$ cat config.mk
export PLATFORM = sky130hd
export DESIGN_NAME = infix_expression_evaluator
export DESIGN_NICKNAME = d
export VERILOG_FILES = /design/src/rtl/iee_pkg.sv /design/src/rtl/iee_divider.sv /design/src/rtl/iee_stack_mem.sv /design/src/rtl/infix_expression_evaluator.sv
export SDC_FILE = /design/constraint.sdc
export NUM_CORES = 2
export LEC_CHECK = 0
export ABC_AREA = 1
export BUFFER_PORTS_ARGS = -buffer_cell sky130_fd_sc_hd__buf_2
export CORE_ASPECT_RATIO = 0.7
export CORE_UTILIZATION = 45
export CTS_BUF_LIST = sky130_fd_sc_hd__clkbuf_2
export CTS_CLUSTER_SIZE = 24
export DETAILED_ROUTE_END_ITERATION = 8
export PLACE_DENSITY = 0.61
export SLEW_MARGIN = 20
export SYNTH_ARGS = -nofsm -noshare
export SYNTH_HDL_FRONTEND = slang
export SYNTH_HIERARCHICAL = 1
export SYNTH_SLANG_ARGS = --single-unit
export TNS_END_PERCENT = 30
$ cat constraint.sdc
create_clock -name clk -period 11.82 [get_ports clk]
set_input_delay 0.591 -clock clk [delete_from_list [all_inputs] [get_ports clk]]
set_output_delay 0.591 -clock clk [all_outputs]
set_load 0.01 [all_outputs]
$ cat src/rtl/iee_pkg.sv
package iee_pkg;

    localparam int OPERATOR_DEPTH_DEF = 16;
    localparam int VALUE_DEPTH_DEF    = 16;
    localparam int VALUE_WIDTH_DEF    = 32;

    localparam logic [2:0] OP_OPEN = 3'd0;
    localparam logic [2:0] OP_ADD  = 3'd1;
    localparam logic [2:0] OP_SUB  = 3'd2;
    localparam logic [2:0] OP_MUL  = 3'd3;
    localparam logic [2:0] OP_DIV  = 3'd4;

    localparam logic [2:0] ST_OK        = 3'd0;
    localparam logic [2:0] ST_DIVZERO   = 3'd1;
    localparam logic [2:0] ST_MALFORMED = 3'd2;
    localparam logic [2:0] ST_OVERFLOW  = 3'd3;
    localparam logic [2:0] ST_BADCHAR   = 3'd4;

    localparam logic [7:0] CH_ZERO  = 8'd48;
    localparam logic [7:0] CH_NINE  = 8'd57;
    localparam logic [7:0] CH_OPEN  = 8'd40;
    localparam logic [7:0] CH_CLOSE = 8'd41;
    localparam logic [7:0] CH_MUL   = 8'd42;
    localparam logic [7:0] CH_ADD   = 8'd43;
    localparam logic [7:0] CH_SUB   = 8'd45;
    localparam logic [7:0] CH_DIV   = 8'd47;

    typedef enum logic [3:0] {
        S_IDLE,
        S_DISPATCH,
        S_OPWAIT,
        S_OPREAD,
        S_VWAIT1,
        S_VREAD1,
        S_VWAIT2,
        S_VREAD2,
        S_ALU,
        S_DIVWAIT,
        S_PUSHOP,
        S_DRAIN,
        S_RWAIT,
        S_RREAD,
        S_EMIT
    } state_t;

    typedef enum logic [1:0] {
        CTX_CLOSE,
        CTX_OPER,
        CTX_DRAIN
    } ctx_t;

    typedef struct packed {
        logic start;
        logic neg_q;
    } div_ctl_t;

    function automatic logic [1:0] op_rank(input logic [2:0] op);
        logic [1:0] r;
        r = 2'd0;
        if (op == OP_MUL || op == OP_DIV)
            r = 2'd2;
        else if (op == OP_ADD || op == OP_SUB)
            r = 2'd1;
        return r;
    endfunction

endpackage

$ cat src/rtl/iee_divider.sv
module iee_divider #(
    parameter int VALUE_WIDTH = iee_pkg::VALUE_WIDTH_DEF
) (
    input  logic                   clk,
    input  logic                   rst_n,
    input  iee_pkg::div_ctl_t      ctl,
    input  logic [VALUE_WIDTH-1:0] dividend,
    input  logic [VALUE_WIDTH-1:0] divisor,
    output logic                   busy,
    output logic [VALUE_WIDTH-1:0] quotient
);

    localparam int CW = $clog2(VALUE_WIDTH + 1);

    logic [CW-1:0]          cnt_reg, cnt_next;
    logic                   neg_reg, neg_next;
    logic [VALUE_WIDTH-1:0] q_reg, q_next;
    logic [VALUE_WIDTH-1:0] d_reg, d_next;
    logic [VALUE_WIDTH:0]   r_reg, r_next;
    logic [VALUE_WIDTH:0]   trial;

    always_comb
    begin
        cnt_next = cnt_reg;
        neg_next = neg_reg;
        q_next   = q_reg;
        d_next   = d_reg;
        r_next   = r_reg;
        trial    = {r_reg[VALUE_WIDTH-1:0], q_reg[VALUE_WIDTH-1]} - {1'b0, d_reg};
        if (ctl.start)
        begin
            cnt_next = CW'(VALUE_WIDTH);
            neg_next = ctl.neg_q;
            q_next   = dividend;
            d_next   = divisor;
            r_next   = '0;
        end
        else if (cnt_reg != '0)
        begin
            cnt_next = cnt_reg - 1'b1;
            if (!trial[VALUE_WIDTH])
            begin
                r_next = trial;
                q_next = {q_reg[VALUE_WIDTH-2:0], 1'b1};
            end
            else
            begin
                r_next = {r_reg[VALUE_WIDTH-1:0], q_reg[VALUE_WIDTH-1]};
                q_next = {q_reg[VALUE_WIDTH-2:0], 1'b0};
            end
        end
    end

    always_ff @(posedge clk or negedge rst_n)
    begin
        if (!rst_n)
            cnt_reg <= '0;
        else
            cnt_reg <= cnt_next;
    end

    always_ff @(posedge clk)
    begin
        neg_reg <= neg_next;
        q_reg   <= q_next;
        d_reg   <= d_next;
        r_reg   <= r_next;
    end

    assign busy     = (cnt_reg != '0) || ctl.start;
    assign quotient = neg_reg ? (~q_reg + 1'b1) : q_reg;

endmodule

$ cat src/rtl/iee_stack_mem.sv
module iee_stack_mem #(
    parameter int DEPTH = 16,
    parameter int WIDTH = 32
) (
    input  logic                     clk,
    input  logic                     we,
    input  logic [$clog2(DEPTH)-1:0] waddr,
    input  logic [WIDTH-1:0]         wdata,
    input  logic [$clog2(DEPTH)-1:0] raddr,
    output logic [WIDTH-1:0]         rdata
);

    logic [WIDTH-1:0] mem [DEPTH];

    always_ff @(posedge clk)
    begin
        if (we)
            mem[waddr] <= wdata;
        rdata <= mem[raddr];
    end

endmodule

$ cat src/rtl/infix_expression_evaluator.sv
// Shunting-yard evaluator: one ASCII character per request, single digit operands,
// + - * / with the usual precedence and parentheses, 32-bit wrapping arithmetic with
// division truncating toward zero. A result (value, status) is given only for the
// request marked is_last, after which the block is clear for the next expression;
// status 0 ok, 1 divide by zero, 2 malformed, 3 stack overflow, 4 bad character, and
// value is 0 whenever status is not 0. Operator and value stacks sit in single-port-
// read memories with a registered read port, and one request is worked at a time, so
// ready_in stays low until it is done. A digit, '(' or bad character is handled in the
// dispatch state; an operator or ')' then reads the operator stack top and pops or
// pushes, each operator applied reads two values and runs the ALU, and each division
// also waits on the bit-serial divider; the request marked is_last drains the operator
// stack and sets the result, and no request is taken while a result waits.
module infix_expression_evaluator #(
    parameter int OPERATOR_DEPTH = iee_pkg::OPERATOR_DEPTH_DEF,
    parameter int VALUE_DEPTH    = iee_pkg::VALUE_DEPTH_DEF,
    parameter int VALUE_WIDTH    = iee_pkg::VALUE_WIDTH_DEF
) (
    input  logic               clk,
    input  logic               rst_n,
    input  logic               valid_in,
    output logic               ready_in,
    input  logic [7:0]         char_code,
    input  logic               is_last,
    output logic               valid_out,
    input  logic               ready_out,
    output logic signed [31:0] value,
    output logic [2:0]         status
);

    localparam int OA = $clog2(OPERATOR_DEPTH);
    localparam int VA = $clog2(VALUE_DEPTH);
    localparam int OC = $clog2(OPERATOR_DEPTH + 1);
    localparam int VC = $clog2(VALUE_DEPTH + 1);

    iee_pkg::state_t state_reg, state_next;
    iee_pkg::ctx_t   ctx_reg, ctx_next;

    logic [OC-1:0]          ocnt_reg, ocnt_next;
    logic [VC-1:0]          vcnt_reg, vcnt_next;
    logic [2:0]             err_reg, err_next;
    logic [7:0]             ch_reg, ch_next;
    logic                   last_reg, last_next;
    logic [2:0]             op_reg, op_next;
    logic [2:0]             top_reg, top_next;
    logic [VALUE_WIDTH-1:0] b_reg, b_next;
    logic [VALUE_WIDTH-1:0] a_reg, a_next;
    logic                   ov_reg, ov_next;
    logic signed [31:0]     value_reg, value_next;
    logic [2:0]             status_reg, status_next;

    logic                   o_we, v_we;
    logic [OA-1:0]          o_waddr, o_raddr;
    logic [2:0]             o_wdata, o_rdata;
    logic [VA-1:0]          v_waddr, v_raddr;
    logic [VALUE_WIDTH-1:0] v_wdata, v_rdata;

    iee_pkg::div_ctl_t      dctl;
    logic                   dbusy;
    logic [VALUE_WIDTH-1:0] dq;
    logic [VALUE_WIDTH-1:0] abs_a, abs_b;
    logic [VALUE_WIDTH-1:0] alu_r;

    iee_stack_mem #(.DEPTH(OPERATOR_DEPTH), .WIDTH(3)) u_ops (
        .clk(clk), .we(o_we), .waddr(o_waddr), .wdata(o_wdata),
        .raddr(o_raddr), .rdata(o_rdata)
    );

    iee_stack_mem #(.DEPTH(VALUE_DEPTH), .WIDTH(VALUE_WIDTH)) u_vals (
        .clk(clk), .we(v_we), .waddr(v_waddr), .wdata(v_wdata),
        .raddr(v_raddr), .rdata(v_rdata)
    );

    iee_divider #(.VALUE_WIDTH(VALUE_WIDTH)) u_div (
        .clk(clk), .rst_n(rst_n), .ctl(dctl), .dividend(abs_a), .divisor(abs_b),
        .busy(dbusy), .quotient(dq)
    );

    assign abs_a = a_reg[VALUE_WIDTH-1] ? (~a_reg + 1'b1) : a_reg;
    assign abs_b = b_reg[VALUE_WIDTH-1] ? (~b_reg + 1'b1) : b_reg;

    always_comb
    begin
        case (op_reg)
            iee_pkg::OP_ADD: alu_r = a_reg + b_reg;
            iee_pkg::OP_SUB: alu_r = a_reg - b_reg;
            iee_pkg::OP_MUL: alu_r = a_reg * b_reg;
            default:         alu_r = dq;
        endcase
    end

    always_comb
    begin
        state_next  = state_reg;
        ctx_next    = ctx_reg;
        ocnt_next   = ocnt_reg;
        vcnt_next   = vcnt_reg;
        err_next    = err_reg;
        ch_next     = ch_reg;
        last_next   = last_reg;
        op_next     = op_reg;
        top_next    = top_reg;
        b_next      = b_reg;
        a_next      = a_reg;
        ov_next     = ov_reg;
        value_next  = value_reg;
        status_next = status_reg;
        o_we        = 1'b0;
        o_waddr     = OA'(ocnt_reg);
        o_wdata     = op_reg;
        o_raddr     = OA'(ocnt_reg - 1'b1);
        v_we        = 1'b0;
        v_waddr     = VA'(vcnt_reg);
        v_wdata     = alu_r;
        v_raddr     = VA'(vcnt_reg - 1'b1);
        dctl.start  = 1'b0;
        dctl.neg_q  = a_reg[VALUE_WIDTH-1] ^ b_reg[VALUE_WIDTH-1];
        ready_in    = 1'b0;

        case (state_reg)
            iee_pkg::S_IDLE:
            begin
                ready_in = !ov_reg;
                if (valid_in && !ov_reg)
                begin
                    ch_next    = char_code;
                    last_next  = is_last;
                    state_next = iee_pkg::S_DISPATCH;
                end
            end
            iee_pkg::S_DISPATCH:
            begin
                state_next = last_reg ? iee_pkg::S_DRAIN : iee_pkg::S_IDLE;
                ctx_next   = iee_pkg::CTX_DRAIN;
                if (err_reg == iee_pkg::ST_OK)
                begin
                    if (ch_reg >= iee_pkg::CH_ZERO && ch_reg <= iee_pkg::CH_NINE)
                    begin
                        if (vcnt_reg >= VC'(VALUE_DEPTH))
                            err_next = iee_pkg::ST_OVERFLOW;
                        else
                        begin
                            v_we      = 1'b1;
                            v_wdata   = VALUE_WIDTH'(ch_reg - iee_pkg::CH_ZERO);
                            vcnt_next = vcnt_reg + 1'b1;
                        end
                    end
                    else if (ch_reg == iee_pkg::CH_OPEN)
                    begin
                        if (ocnt_reg >= OC'(OPERATOR_DEPTH))
                            err_next = iee_pkg::ST_OVERFLOW;
                        else
                        begin
                            o_we      = 1'b1;
                            o_wdata   = iee_pkg::OP_OPEN;
                            ocnt_next = ocnt_reg + 1'b1;
                        end
                    end
                    else if (ch_reg == iee_pkg::CH_CLOSE)
                    begin
                        ctx_next   = iee_pkg::CTX_CLOSE;
                        state_next = iee_pkg::S_OPWAIT;
                    end
                    else if (ch_reg == iee_pkg::CH_ADD || ch_reg == iee_pkg::CH_SUB ||
                             ch_reg == iee_pkg::CH_MUL || ch_reg == iee_pkg::CH_DIV)
                    begin
                        ctx_next   = iee_pkg::CTX_OPER;
                        state_next = iee_pkg::S_OPWAIT;
                        if (ch_reg == iee_pkg::CH_ADD)
                            op_next = iee_pkg::OP_ADD;
                        else if (ch_reg == iee_pkg::CH_SUB)
                            op_next = iee_pkg::OP_SUB;
                        else if (ch_reg == iee_pkg::CH_MUL)
                            op_next = iee_pkg::OP_MUL;
                        else
                            op_next = iee_pkg::OP_DIV;
                    end
                    else
                        err_next = iee_pkg::ST_BADCHAR;
                end
            end
            // top of operator stack, read issued from ocnt-1
            iee_pkg::S_OPWAIT:
            begin
                if (err_reg != iee_pkg::ST_OK)
                    state_next = (ctx_reg == iee_pkg::CTX_DRAIN) ? iee_pkg::S_RWAIT :
                                 (last_reg ? iee_pkg::S_DRAIN : iee_pkg::S_IDLE);
                else if (ocnt_reg == '0)
                begin
                    if (ctx_reg == iee_pkg::CTX_CLOSE)
                    begin
                        err_next   = iee_pkg::ST_MALFORMED;
                        state_next = last_reg ? iee_pkg::S_DRAIN : iee_pkg::S_IDLE;
                    end
                    else if (ctx_reg == iee_pkg::CTX_OPER)
                        state_next = iee_pkg::S_PUSHOP;
                    else
                        state_next = iee_pkg::S_RWAIT;
                end
                else
                    state_next = iee_pkg::S_OPREAD;
            end
            iee_pkg::S_OPREAD:
            begin
                top_next = o_rdata;
                case (ctx_reg)
                    iee_pkg::CTX_CLOSE:
                    begin
                        ocnt_next = ocnt_reg - 1'b1;
                        if (o_rdata == iee_pkg::OP_OPEN)
                            state_next = last_reg ? iee_pkg::S_DRAIN : iee_pkg::S_IDLE;
                        else
                            state_next = iee_pkg::S_VWAIT1;
                    end
                    iee_pkg::CTX_OPER:
                    begin
                        if (iee_pkg::op_rank(o_rdata) >= iee_pkg::op_rank(op_reg))
                        begin
                            ocnt_next  = ocnt_reg - 1'b1;
                            state_next = iee_pkg::S_VWAIT1;
                        end
                        else
                            state_next = iee_pkg::S_PUSHOP;
                    end
                    default:
                    begin
                        ocnt_next = ocnt_reg - 1'b1;
                        if (o_rdata == iee_pkg::OP_OPEN)
                        begin
                            err_next   = iee_pkg::ST_MALFORMED;
                            state_next = iee_pkg::S_RWAIT;
                        end
                        else
                            state_next = iee_pkg::S_VWAIT1;
                    end
                endcase
            end
            iee_pkg::S_VWAIT1:
            begin
                if (vcnt_reg < VC'(2))
                begin
                    err_next   = iee_pkg::ST_MALFORMED;
                    state_next = (ctx_reg == iee_pkg::CTX_DRAIN) ? iee_pkg::S_RWAIT :
                                 (last_reg ? iee_pkg::S_DRAIN : iee_pkg::S_IDLE);
                end
                else
                    state_next = iee_pkg::S_VREAD1;
            end
            iee_pkg::S_VREAD1:
            begin
                b_next     = v_rdata;
                v_raddr    = VA'(vcnt_reg - 2'd2);
                state_next = iee_pkg::S_VWAIT2;
            end
            iee_pkg::S_VWAIT2:
            begin
                v_raddr    = VA'(vcnt_reg - 2'd2);
                state_next = iee_pkg::S_VREAD2;
            end
            iee_pkg::S_VREAD2:
            begin
                a_next     = v_rdata;
                vcnt_next  = vcnt_reg - 2'd2;
                op_next    = top_reg;
                top_next   = op_reg;
                state_next = iee_pkg::S_ALU;
            end
            iee_pkg::S_ALU:
            begin
                if (op_reg == iee_pkg::OP_DIV)
                begin
                    if (b_reg == '0)
                    begin
                        err_next   = iee_pkg::ST_DIVZERO;
                        op_next    = top_reg;
                        state_next = (ctx_reg == iee_pkg::CTX_DRAIN) ? iee_pkg::S_RWAIT :
                                     (last_reg ? iee_pkg::S_DRAIN : iee_pkg::S_IDLE);
                    end
                    else
                    begin
                        dctl.start = 1'b1;
                        state_next = iee_pkg::S_DIVWAIT;
                    end
                end
                else
                    state_next = iee_pkg::S_DIVWAIT;
            end
            iee_pkg::S_DIVWAIT:
            begin
                if (!dbusy)
                begin
                    v_we       = 1'b1;
                    vcnt_next  = vcnt_reg + 1'b1;
                    op_next    = top_reg;
                    state_next = iee_pkg::S_OPWAIT;
                end
            end
            iee_pkg::S_PUSHOP:
            begin
                if (ocnt_reg >= OC'(OPERATOR_DEPTH))
                    err_next = iee_pkg::ST_OVERFLOW;
                else
                begin
                    o_we      = 1'b1;
                    ocnt_next = ocnt_reg + 1'b1;
                end
                state_next = last_reg ? iee_pkg::S_DRAIN : iee_pkg::S_IDLE;
            end
            iee_pkg::S_DRAIN:
            begin
                ctx_next   = iee_pkg::CTX_DRAIN;
                state_next = iee_pkg::S_OPWAIT;
            end
            iee_pkg::S_RWAIT:
            begin
                v_raddr = '0;
                if (err_reg == iee_pkg::ST_OK && vcnt_reg != VC'(1))
                    err_next = iee_pkg::ST_MALFORMED;
                state_next = iee_pkg::S_RREAD;
            end
            iee_pkg::S_RREAD:
            begin
                value_next  = (err_reg == iee_pkg::ST_OK) ?
                              32'(signed'(v_rdata)) : 32'sd0;
                status_next = err_reg;
                ov_next     = 1'b1;
                ocnt_next   = '0;
                vcnt_next   = '0;
                err_next    = iee_pkg::ST_OK;
                state_next  = iee_pkg::S_IDLE;
            end
            default:
                state_next = iee_pkg::S_IDLE;
        endcase

        if (ov_reg && ready_out)
            ov_next = 1'b0;
    end

    always_ff @(posedge clk or negedge rst_n)
    begin
        if (!rst_n)
        begin
            state_reg <= iee_pkg::S_IDLE;
            ctx_reg   <= iee_pkg::CTX_DRAIN;
            ocnt_reg  <= '0;
            vcnt_reg  <= '0;
            err_reg   <= iee_pkg::ST_OK;
            ov_reg    <= 1'b0;
        end
        else
        begin
            state_reg <= state_next;
            ctx_reg   <= ctx_next;
            ocnt_reg  <= ocnt_next;
            vcnt_reg  <= vcnt_next;
            err_reg   <= err_next;
            ov_reg    <= ov_next;
        end
    end

    always_ff @(posedge clk)
    begin
        ch_reg     <= ch_next;
        last_reg   <= last_next;
        op_reg     <= op_next;
        top_reg    <= top_next;
        b_reg      <= b_next;
        a_reg      <= a_next;
        value_reg  <= value_next;
        status_reg <= status_next;
    end

    assign valid_out = ov_reg;
    assign value     = value_reg;
    assign status    = status_reg;

endmodule
# --- Yosys cells after proc, flatten, opt, wreduce, memory -nomap -nowiden ---
# Memories as Yosys holds them, arrays and structs flattened. A register that Yosys moved wholly into a read port is not among the register bits.
# Cells that the tools add are included.
op_classes:
  n_mul: 1
  n_mux: 117
  div: 0
  n_eq_ne: 53
  n_lt_le_gt_ge: 6
  bitwise: 4
  n_reduce_logical: 37
  shift: 0
  add_sub_neg: 13
ops:
  columns: ["cell", "n"]
  rows:
  - ["$mux 32", 9]
  - ["$mux 3", 33]
  - ["$add 32x1->32 const B", 3]
  - ["$not 32->32", 3]
  - ["$pmux 32 s3", 1]
  - ["$mux 4", 18]
  - ["$pmux 4 s13", 1]
  - ["$mux 5", 10]
  - ["$eq 8x6->1 const B", 6]
  - ["$pmux 5 s4", 2]
  - ["$ne 2x2->1 const B", 19]
  - ["$sub 33x32->33", 1]
  - ["$add 32x32->32", 1]
  - ["$logic_not 32->1", 1]
  - ["$mul 32x32->32", 1]
  - ["$sub 32x32->32", 1]
  - ["$mux 31", 1]
  - ["$eq 4x4->1 const B", 6]
  - ["$pmux 3 s8", 1]
  - ["$mux 2", 11]
  - ["$mux 1", 21]
  - ["$eq 4x3->1 const B", 4]
  - ["$pmux 4 s2", 2]
  - ["$reduce_and 14->1", 1]
  - ["other kinds (43)", 74]
totals:
  ram_bits: 560
  rom_bits: 0
  latchBits: 0
  input_bits: 13
  out_inout_bits: 37
  mem_count: 2
  register_bits: 237
mem_list:
  columns: ["name", "depth", "width", "rd", "rd_clocked_by_memory_dff", "wr", "line_no", "source"]
  rows:
  - ["u_vals.mem", 16, 32, 1, 1, 1, "iee_stack_mem.sv:13", "logic [WIDTH-1:0] mem [DEPTH];"]
  - ["u_ops.mem", 16, 3, 1, 1, 1, "iee_stack_mem.sv:13", null]

# --- Depth between registers and ports, before layout ---
depth:
  word_depth: 10
  ltp_mapped: 41

# --- Modules after synthesis ---
# The synthesis kept the hierarchy.
modules_own_cells:
  columns: ["mod", "seq_area_each_um2", "area_each_um2", "cells_each", "n_inst"]
  rows:
  - ["infix_expression_evaluator", 3925.0, 27442.6, 3771, 1]
  - ["iee_stack_mem at u_vals", 16015.4, 22730.6, 2120, 1]
  - ["iee_divider", 2742.6, 7647.3, 1175, 1]
  - ["iee_stack_mem at u_ops", 1501.4, 2239.6, 224, 1]

# --- Least setup slack after synthesis ---
# Ideal clock, no wire load.
synth_timing:
  path_type: "register -> register"
  start: "reg b_reg[6]"
  end: "mem u_vals.mem[0][27], data pin"
  arrival_time_ns: 6.730
  t_required_ns: 11.496
  setup_time_ns: 0.324
  setup_slack_ns: 4.766
  stages_incl_launch_ff: 29
  synth_period_minus_slack_ns: 7.054
  cell_sequence: "edfxtp_1 > clkbuf_1 > clkbuf_1 > nand2_1 > inv_1 > fa_1 > fa_1 > fa_1 > inv_1 > fa_1 > inv_1 > fa_1 > inv_1 > fa_1 > inv_1 > fa_1 > fa_1 > ha_1 > a21oi_1 > o21ai_0 > a21oi_1 > nand3_1 > nand2_1 > nand2_1 > or2_2 > nand3_1 > nand3_1 > nand2_1 > nand2_1"
synth_between:
  elab_chain_len: 6
  word_cells_on_any_way: 8
synth_rtl:
  columns: ["item", "line_no", "source"]
  rows:
  - ["start: declaration", "infix_expression_evaluator.sv:45", "logic [VALUE_WIDTH-1:0] b_reg, b_next;"]
  - ["start signal: assignment", "infix_expression_evaluator.sv:367", "b_reg <= b_next;"]
  - ["$mul 32x32->32 (tied with other cells)", "infix_expression_evaluator.sv:86", "iee_pkg::OP_MUL: alu_r = a_reg * b_reg;"]
  - ["$pmux 32 s3 *", "infix_expression_evaluator.sv:83", "case (op_reg)"]
  - ["$mux 32", "infix_expression_evaluator.sv:138", "if (vcnt_reg >= VC'(VALUE_DEPTH))"]
  - ["$mux 32", "infix_expression_evaluator.sv:136", "if (ch_reg >= iee_pkg::CH_ZERO && ch_reg <= iee_pkg::CH_NINE)"]
  - ["$mux 32", "infix_expression_evaluator.sv:134", "if (err_reg == iee_pkg::ST_OK)"]
  - ["$mux 32 *", "infix_expression_evaluator.sv:119", "case (state_reg)"]
  - ["via v_wdata[27]", "infix_expression_evaluator.sv:55", "logic [VALUE_WIDTH-1:0] v_wdata, v_rdata;"]
  - ["end: declaration", "iee_stack_mem.sv:13", null]
# Mark *: on every way through the listed nets, which the timed path passes. The rest lies on a longest branch.

# --- Worst setup path after layout ---
layout_timing:
  start: "reg a_reg[9]"
  end: "mem u_vals.mem[3][24], data pin"
layout_between:
  elab_chain_len: 6
  word_cells_on_any_way: 8
layout_rtl:
  columns: ["item", "line_no", "source"]
  rows:
  - ["start: declaration", "infix_expression_evaluator.sv:46", "logic [VALUE_WIDTH-1:0] a_reg, a_next;"]
  - ["start signal: assignment", "infix_expression_evaluator.sv:368", "a_reg <= a_next;"]
  - ["$mul 32x32->32 (tied with other cells)", "infix_expression_evaluator.sv:86", null]
  - ["$pmux 32 s3 *", "infix_expression_evaluator.sv:83", null]
  - ["$mux 32", "infix_expression_evaluator.sv:138", null]
  - ["$mux 32", "infix_expression_evaluator.sv:136", null]
  - ["$mux 32", "infix_expression_evaluator.sv:134", null]
  - ["$mux 32 *", "infix_expression_evaluator.sv:119", null]
  - ["via v_wdata[24]", "infix_expression_evaluator.sv:55", null]
# Marked as above.

==> results.rst <==
.. list-table::
   :header-rows: 1

   * - Metric
     - Value
   * - Status
     - completed
   * - Half-perimeter wire length of the detailed placement result
     - 131,000 µm
   * - H-tree levels
     - 4
   * - Most flop-heavy register
     - u_vals/mem
   * - Flip-flop and latch count after synthesis
     - ~830
   * - Min-Delay Endpoint
     - ch_reg[6]
   * - Clk Latency, worst-skew pair
     - 1.71 ns
   * - Post-synthesis average cell area
     - slightly above 8 µm²
   * - Commonest register cell after synthesis
     - sky130_fd_sc_hd__edfxtp_1
   * - Largest register FFs
     - roughly 500
   * - Width of the chip
     - roughly 440 µm
   * - Worst Hold Path Cells
     - 3
   * - Critical Path End Type
     - flip-flop
   * - Setup Viol. Count Final
     - 0
   * - Share of the synthesized netlist area taken by xor and xnor gates
     - under 10%
   * - Initial standard-cell utilization of the core
     - between 40% and 50%
   * - Initial antenna violation count
     - 5
   * - Final worst setup slack
     - between 3 and 4 ns
   * - Iteration-0 DRC count of the detailed router
     - between 5,000 and 6,000
   * - Height of the die
     - 308 µm
   * - Vias in the first global route
     - roughly 46,000
   * - Slowest-stage cell, CP
     - sky130_fd_sc_hd__edfxtp_1
   * - Yosys top cell area share
     - between 30% and 40%
   * - Critical Path Most Common Cell
     - sky130_fd_sc_hd__fa_1
   * - Vias after detailed routing
     - between 40,000 and 50,000
   * - Data required time at the worst endpoint
     - ~13 ns
   * - Simple-gate area share of the yosys netlist
     - between 20% and 30%
   * - Count of cell types in the netlist
     - 66
   * - Maximum root-to-sink buffer count
     - 3
   * - Origin of the critical flop-to-flop path
     - a_reg[9]
   * - Min-Delay Startpoint
     - char_code[6]
   * - Largest net degree at the start of global routing
     - between 100 and 150
   * - Synthesized area
     - 60,100 µm²
   * - EDFF count, synth
     - about 740
   * - Clk_skew
     - about 0.14 ns
   * - Initial DRT Pass Iterations
     - 6
   * - CTS tree
     - built
   * - Ratio of cells with drive above 1 in the final layout
     - ~8%
   * - Number of standard cells after synthesis
     - around 7,300
   * - Remaining global-route overflow
     - 0
   * - Number of pins exceeding their max-slew limit in the final report
     - 0
   * - Fraction of synthesized area in multiplexers
     - 0%
   * - Dominant combinational cell family by area after synthesis
     - simple AND/OR/NAND/NOR gates
   * - Fraction of registers with async set or reset after synthesis
     - between 3 and 4%
   * - Actual slew at the worst max-slew pin
     - between 1 and 1.5 ns
   * - Cell at the root of the clock tree
     - sky130_fd_sc_hd__clkbuf_2
   * - Registers with the highest flip-flop counts
     - u_vals/mem: 512 flops, u_ops/mem: 48 flops
   * - # fillers
     - 12,900
   * - Critical path startpoint category
     - flip-flop
   * - Compound-gate portion of the synthesized area
     - around 4%
   * - Yosys warning total
     - 6
   * - Global-route total usage across every layer
     - ~29%
   * - Std-Cell Core Area
     - between 100,000 and 150,000 µm²
   * - Cts bufs inserted
     - 206
   * - Portion of the clock cycle consumed by the worst path in the final layout
     - between 70% and 80%
   * - Final hold violation count
     - 0
   * - Count of nets after finishing
     - approximately 8,000
   * - Post-placement setup slack
     - about 3.5 ns
   * - Buffer and inverter count on the worst path
     - 4
   * - Peak per-stage delay on the critical path
     - 0.81 ns
   * - Buffers inserted by post-CTS timing repair
     - 0
   * - Cell count of the worst reg-to-reg path
     - 22
   * - Fraction of the mapped netlist area in adder cells
     - roughly 18%
   * - Dominant delay contributor by cell family on the critical path
     - adder cells
   * - First-pass GRT wire length
     - around 290,000 µm
   * - Crit. path cell count
     - 22
   * - Sequential cell area in the final layout
     - between 20,000 and 25,000 µm²
   * - # port buffers
     - 49
   * - Cell accounting for the most synthesized area
     - sky130_fd_sc_hd__edfxtp_1
   * - Area of the multi-input gates
     - around 28,000 µm²
   * - Slack of the worst reg-to-reg path
     - approximately 3.4 ns
   * - Final weighted congestion in routability-driven placement
     - 0.968
   * - Fmax achieved
     - about 0.12 GHz
   * - Worst slew margin relative to its limit
     - between 20% and 30%
   * - Final worst path period need
     - 8.47 ns
   * - Area of the die
     - about 130,000 µm²
   * - Routed vias/inst
     - ~5.2
   * - Ordered cell list for the critical path
     - buf_4 -> nand2_1 -> inv_1 -> fa_1 -> inv_1 -> fa_1 -> fa_1 -> inv_1 -> fa_1 -> fa_1 -> fa_1 -> fa_1 -> fa_1 -> ha_1 -> a21o_1 -> o21bai_1 -> a21oi_1 -> nand3_1 -> o21ai_0 -> nand3_1 -> nand2_1 -> nand2_1
   * - Final ANT Viol Nets
     - 0
   * - Number of clock sinks
     - ~830
   * - Total Wirelength
     - 192,000 µm
   * - Synthesized net count
     - ~8,000
   * - Unrepaired setup endpoints after global routing
     - false
   * - Number of top-level pins
     - 50
   * - Standard-cell rows
     - around 110
   * - Classification of the worst-slack hold path
     - input pin to flip-flop
   * - Share of the core filled with cells in the final layout
     - between 40% and 50%
   * - Sequential area share after synthesis
     - around two fifths
   * - Area contributors post-synth
     - sky130_fd_sc_hd__edfxtp_1 (37%), sky130_fd_sc_hd__nand2_1 (14%), sky130_fd_sc_hd__fa_1 (14%)
   * - Arrival time at the worst endpoint
     - just under 10 ns
   * - Number of max-cap violations
     - 0
   * - Worst hold-check slack
     - around 0.28 ns
   * - Highest net fanout along the worst path
     - 16
   * - Avg WL per Cell
     - 20.6 µm
   * - Critical path class
     - flip-flop to flip-flop
   * - Sum of negative setup slack
     - 0 ns
   * - Reg-to-reg critical path endpoint
     - u_vals/mem[3][24]
   * - Clock-pin slew on the worst setup and hold paths
     - approximately 0.11 ns
   * - Remaining DRCs
     - 0
   * - Area Growth Syn to Fin
     - 7.18%
-- routing by layer --
layer | GRT usage (%) | wire length [µm] | vias up
met4 | 7.20 | 3700 | 0
met5 | 0 | 0 | -
met1 | 43.8 | 89200 | 23200
li1 | - | - | 22800
met3 | 6.86 | 20700 | 250
met2 | 40.1 | 78200 | 2290
-- cell usage after synthesis (25+ instances only) --
library cell               instances
sky130_fd_sc_hd__dfrtp_1          25
sky130_fd_sc_hd__nand2_1        2213
sky130_fd_sc_hd__o21ai_0         201
sky130_fd_sc_hd__inv_1          1622
sky130_fd_sc_hd__buf_1            55
sky130_fd_sc_hd__dfxtp_1          67
sky130_fd_sc_hd__nor2_1          319
sky130_fd_sc_hd__buf_2            66
sky130_fd_sc_hd__a21oi_1         134
sky130_fd_sc_hd__fa_1            410
sky130_fd_sc_hd__buf_6            35
sky130_fd_sc_hd__edfxtp_1        739
sky130_fd_sc_hd__clkbuf_1        135
sky130_fd_sc_hd__xnor2_1          36
sky130_fd_sc_hd__xor2_1           84
sky130_fd_sc_hd__nor3_1           53
sky130_fd_sc_hd__nand4_1          28
sky130_fd_sc_hd__nand3_1         629
sky130_fd_sc_hd__ha_1            205
-- stage by stage --
step,area (µm²),instances
finish,64400,9331
floorplan,60100,7290
detailed placement,62000,8901
CTS,64300,9322
global placement,62000,8901
global route,64400,9330
-- cell type report --
| type | count | share of cell area [%] |
|---|---|---|
| Antenna cell | 9 | 0.0350 |
| Clock buffer | 321 | 2.50 |
| Clock inverter | 69 | 0.608 |
| Inverter | 1632 | 9.54 |
| Multi-Input combinational cell | 4523 | 44.1 |
| Sequential cell | 832 | 37.6 |
| Tap cell | 1751 | 3.40 |
| Timing Repair Buffer | 194 | 2.21 |
-- worst max path at each step --
stage,startpoint,to
6_report,a_reg[9],u_vals/mem[3][24]
5_1_grt,a_reg[7],u_vals/mem[6][21]
4_1_cts,b_reg[13],u_vals/mem[9][21]
3_5_place_dp,a_reg[8],u_vals/mem[1][24]
3_3_place_gp,a_reg[8],u_vals/mem[1][24]
2_1_floorplan,b_reg[6],u_vals/mem[0][27]
-- worst reg2reg max path, stage by stage (launching register included) --
cell and delay (ns):
sky130_fd_sc_hd__edfxtp_1 0.81, sky130_fd_sc_hd__buf_4 0.46, sky130_fd_sc_hd__nand2_1 0.10, sky130_fd_sc_hd__inv_1 0.11, sky130_fd_sc_hd__fa_1 0.42, sky130_fd_sc_hd__inv_1 0.08
sky130_fd_sc_hd__fa_1 0.44, sky130_fd_sc_hd__fa_1 0.56, sky130_fd_sc_hd__inv_1 0.07, sky130_fd_sc_hd__fa_1 0.40, sky130_fd_sc_hd__fa_1 0.48, sky130_fd_sc_hd__fa_1 0.64
sky130_fd_sc_hd__fa_1 0.48, sky130_fd_sc_hd__fa_1 0.46, sky130_fd_sc_hd__ha_1 0.38, sky130_fd_sc_hd__a21o_1 0.23, sky130_fd_sc_hd__o21bai_1 0.18, sky130_fd_sc_hd__a21oi_1 0.16
sky130_fd_sc_hd__nand3_1 0.11, sky130_fd_sc_hd__o21ai_0 0.79, sky130_fd_sc_hd__nand3_1 0.19, sky130_fd_sc_hd__nand2_1 0.16, sky130_fd_sc_hd__nand2_1 0.32
-- cell usage in the layout, fill, tap and decap left out, types with 12 or more instances in the layout --
cell type | synthesis | layout
sky130_fd_sc_hd__nand4_1 | 28 | 28
sky130_fd_sc_hd__o21ai_0 | 201 | 195
sky130_fd_sc_hd__or2_2 | 22 | 22
sky130_fd_sc_hd__xor2_1 | 84 | 84
sky130_fd_sc_hd__buf_2 | 66 | 49
sky130_fd_sc_hd__buf_4 | 11 | 114
sky130_fd_sc_hd__nor3_1 | 53 | 53
sky130_fd_sc_hd__nand3b_1 | 20 | 20
sky130_fd_sc_hd__o211ai_1 | 16 | 16
sky130_fd_sc_hd__inv_1 | 1622 | 1620
sky130_fd_sc_hd__fa_1 | 410 | 410
sky130_fd_sc_hd__dlygate4sd3_1 | 0 | 30
sky130_fd_sc_hd__a21oi_1 | 134 | 134
sky130_fd_sc_hd__edfxtp_1 | 739 | 739
sky130_fd_sc_hd__ha_1 | 205 | 205
sky130_fd_sc_hd__clkinv_1 | 3 | 55
sky130_fd_sc_hd__o21ai_1 | 11 | 12
sky130_fd_sc_hd__a31oi_1 | 15 | 15
sky130_fd_sc_hd__clkbuf_2 | 0 | 321
sky130_fd_sc_hd__dfrtp_1 | 25 | 25
sky130_fd_sc_hd__nor2_4 | 5 | 25
sky130_fd_sc_hd__dfxtp_1 | 67 | 67
sky130_fd_sc_hd__nand2_1 | 2213 | 2211
sky130_fd_sc_hd__nor2_1 | 319 | 296
sky130_fd_sc_hd__nand3_1 | 629 | 629
sky130_fd_sc_hd__xnor2_1 | 36 | 36
-- timing repair --
action / 4_1_cts / 5_1_grt
resized for setup: 0 / 0
endpoints found under the hold margin: 47 / 0
endpoints found under the setup margin: 0 / 0
hold buffers: 31 / 0
-- cell families (layout without fill, tap and decap cells) --
family	count (synthesis)	count (layout)
adders and majority gates	615	615
AOI/OAI and AO/OA	442	442
other	0	9
and+or+nand+nor	3346	3346
buffers and inverters	1935	2216
DFF	832	832
xor gates and xnor gates	120	120
Power is not shown: default switching activity piles up to over one toggle a cycle in this logic, so the estimate is an artifact.
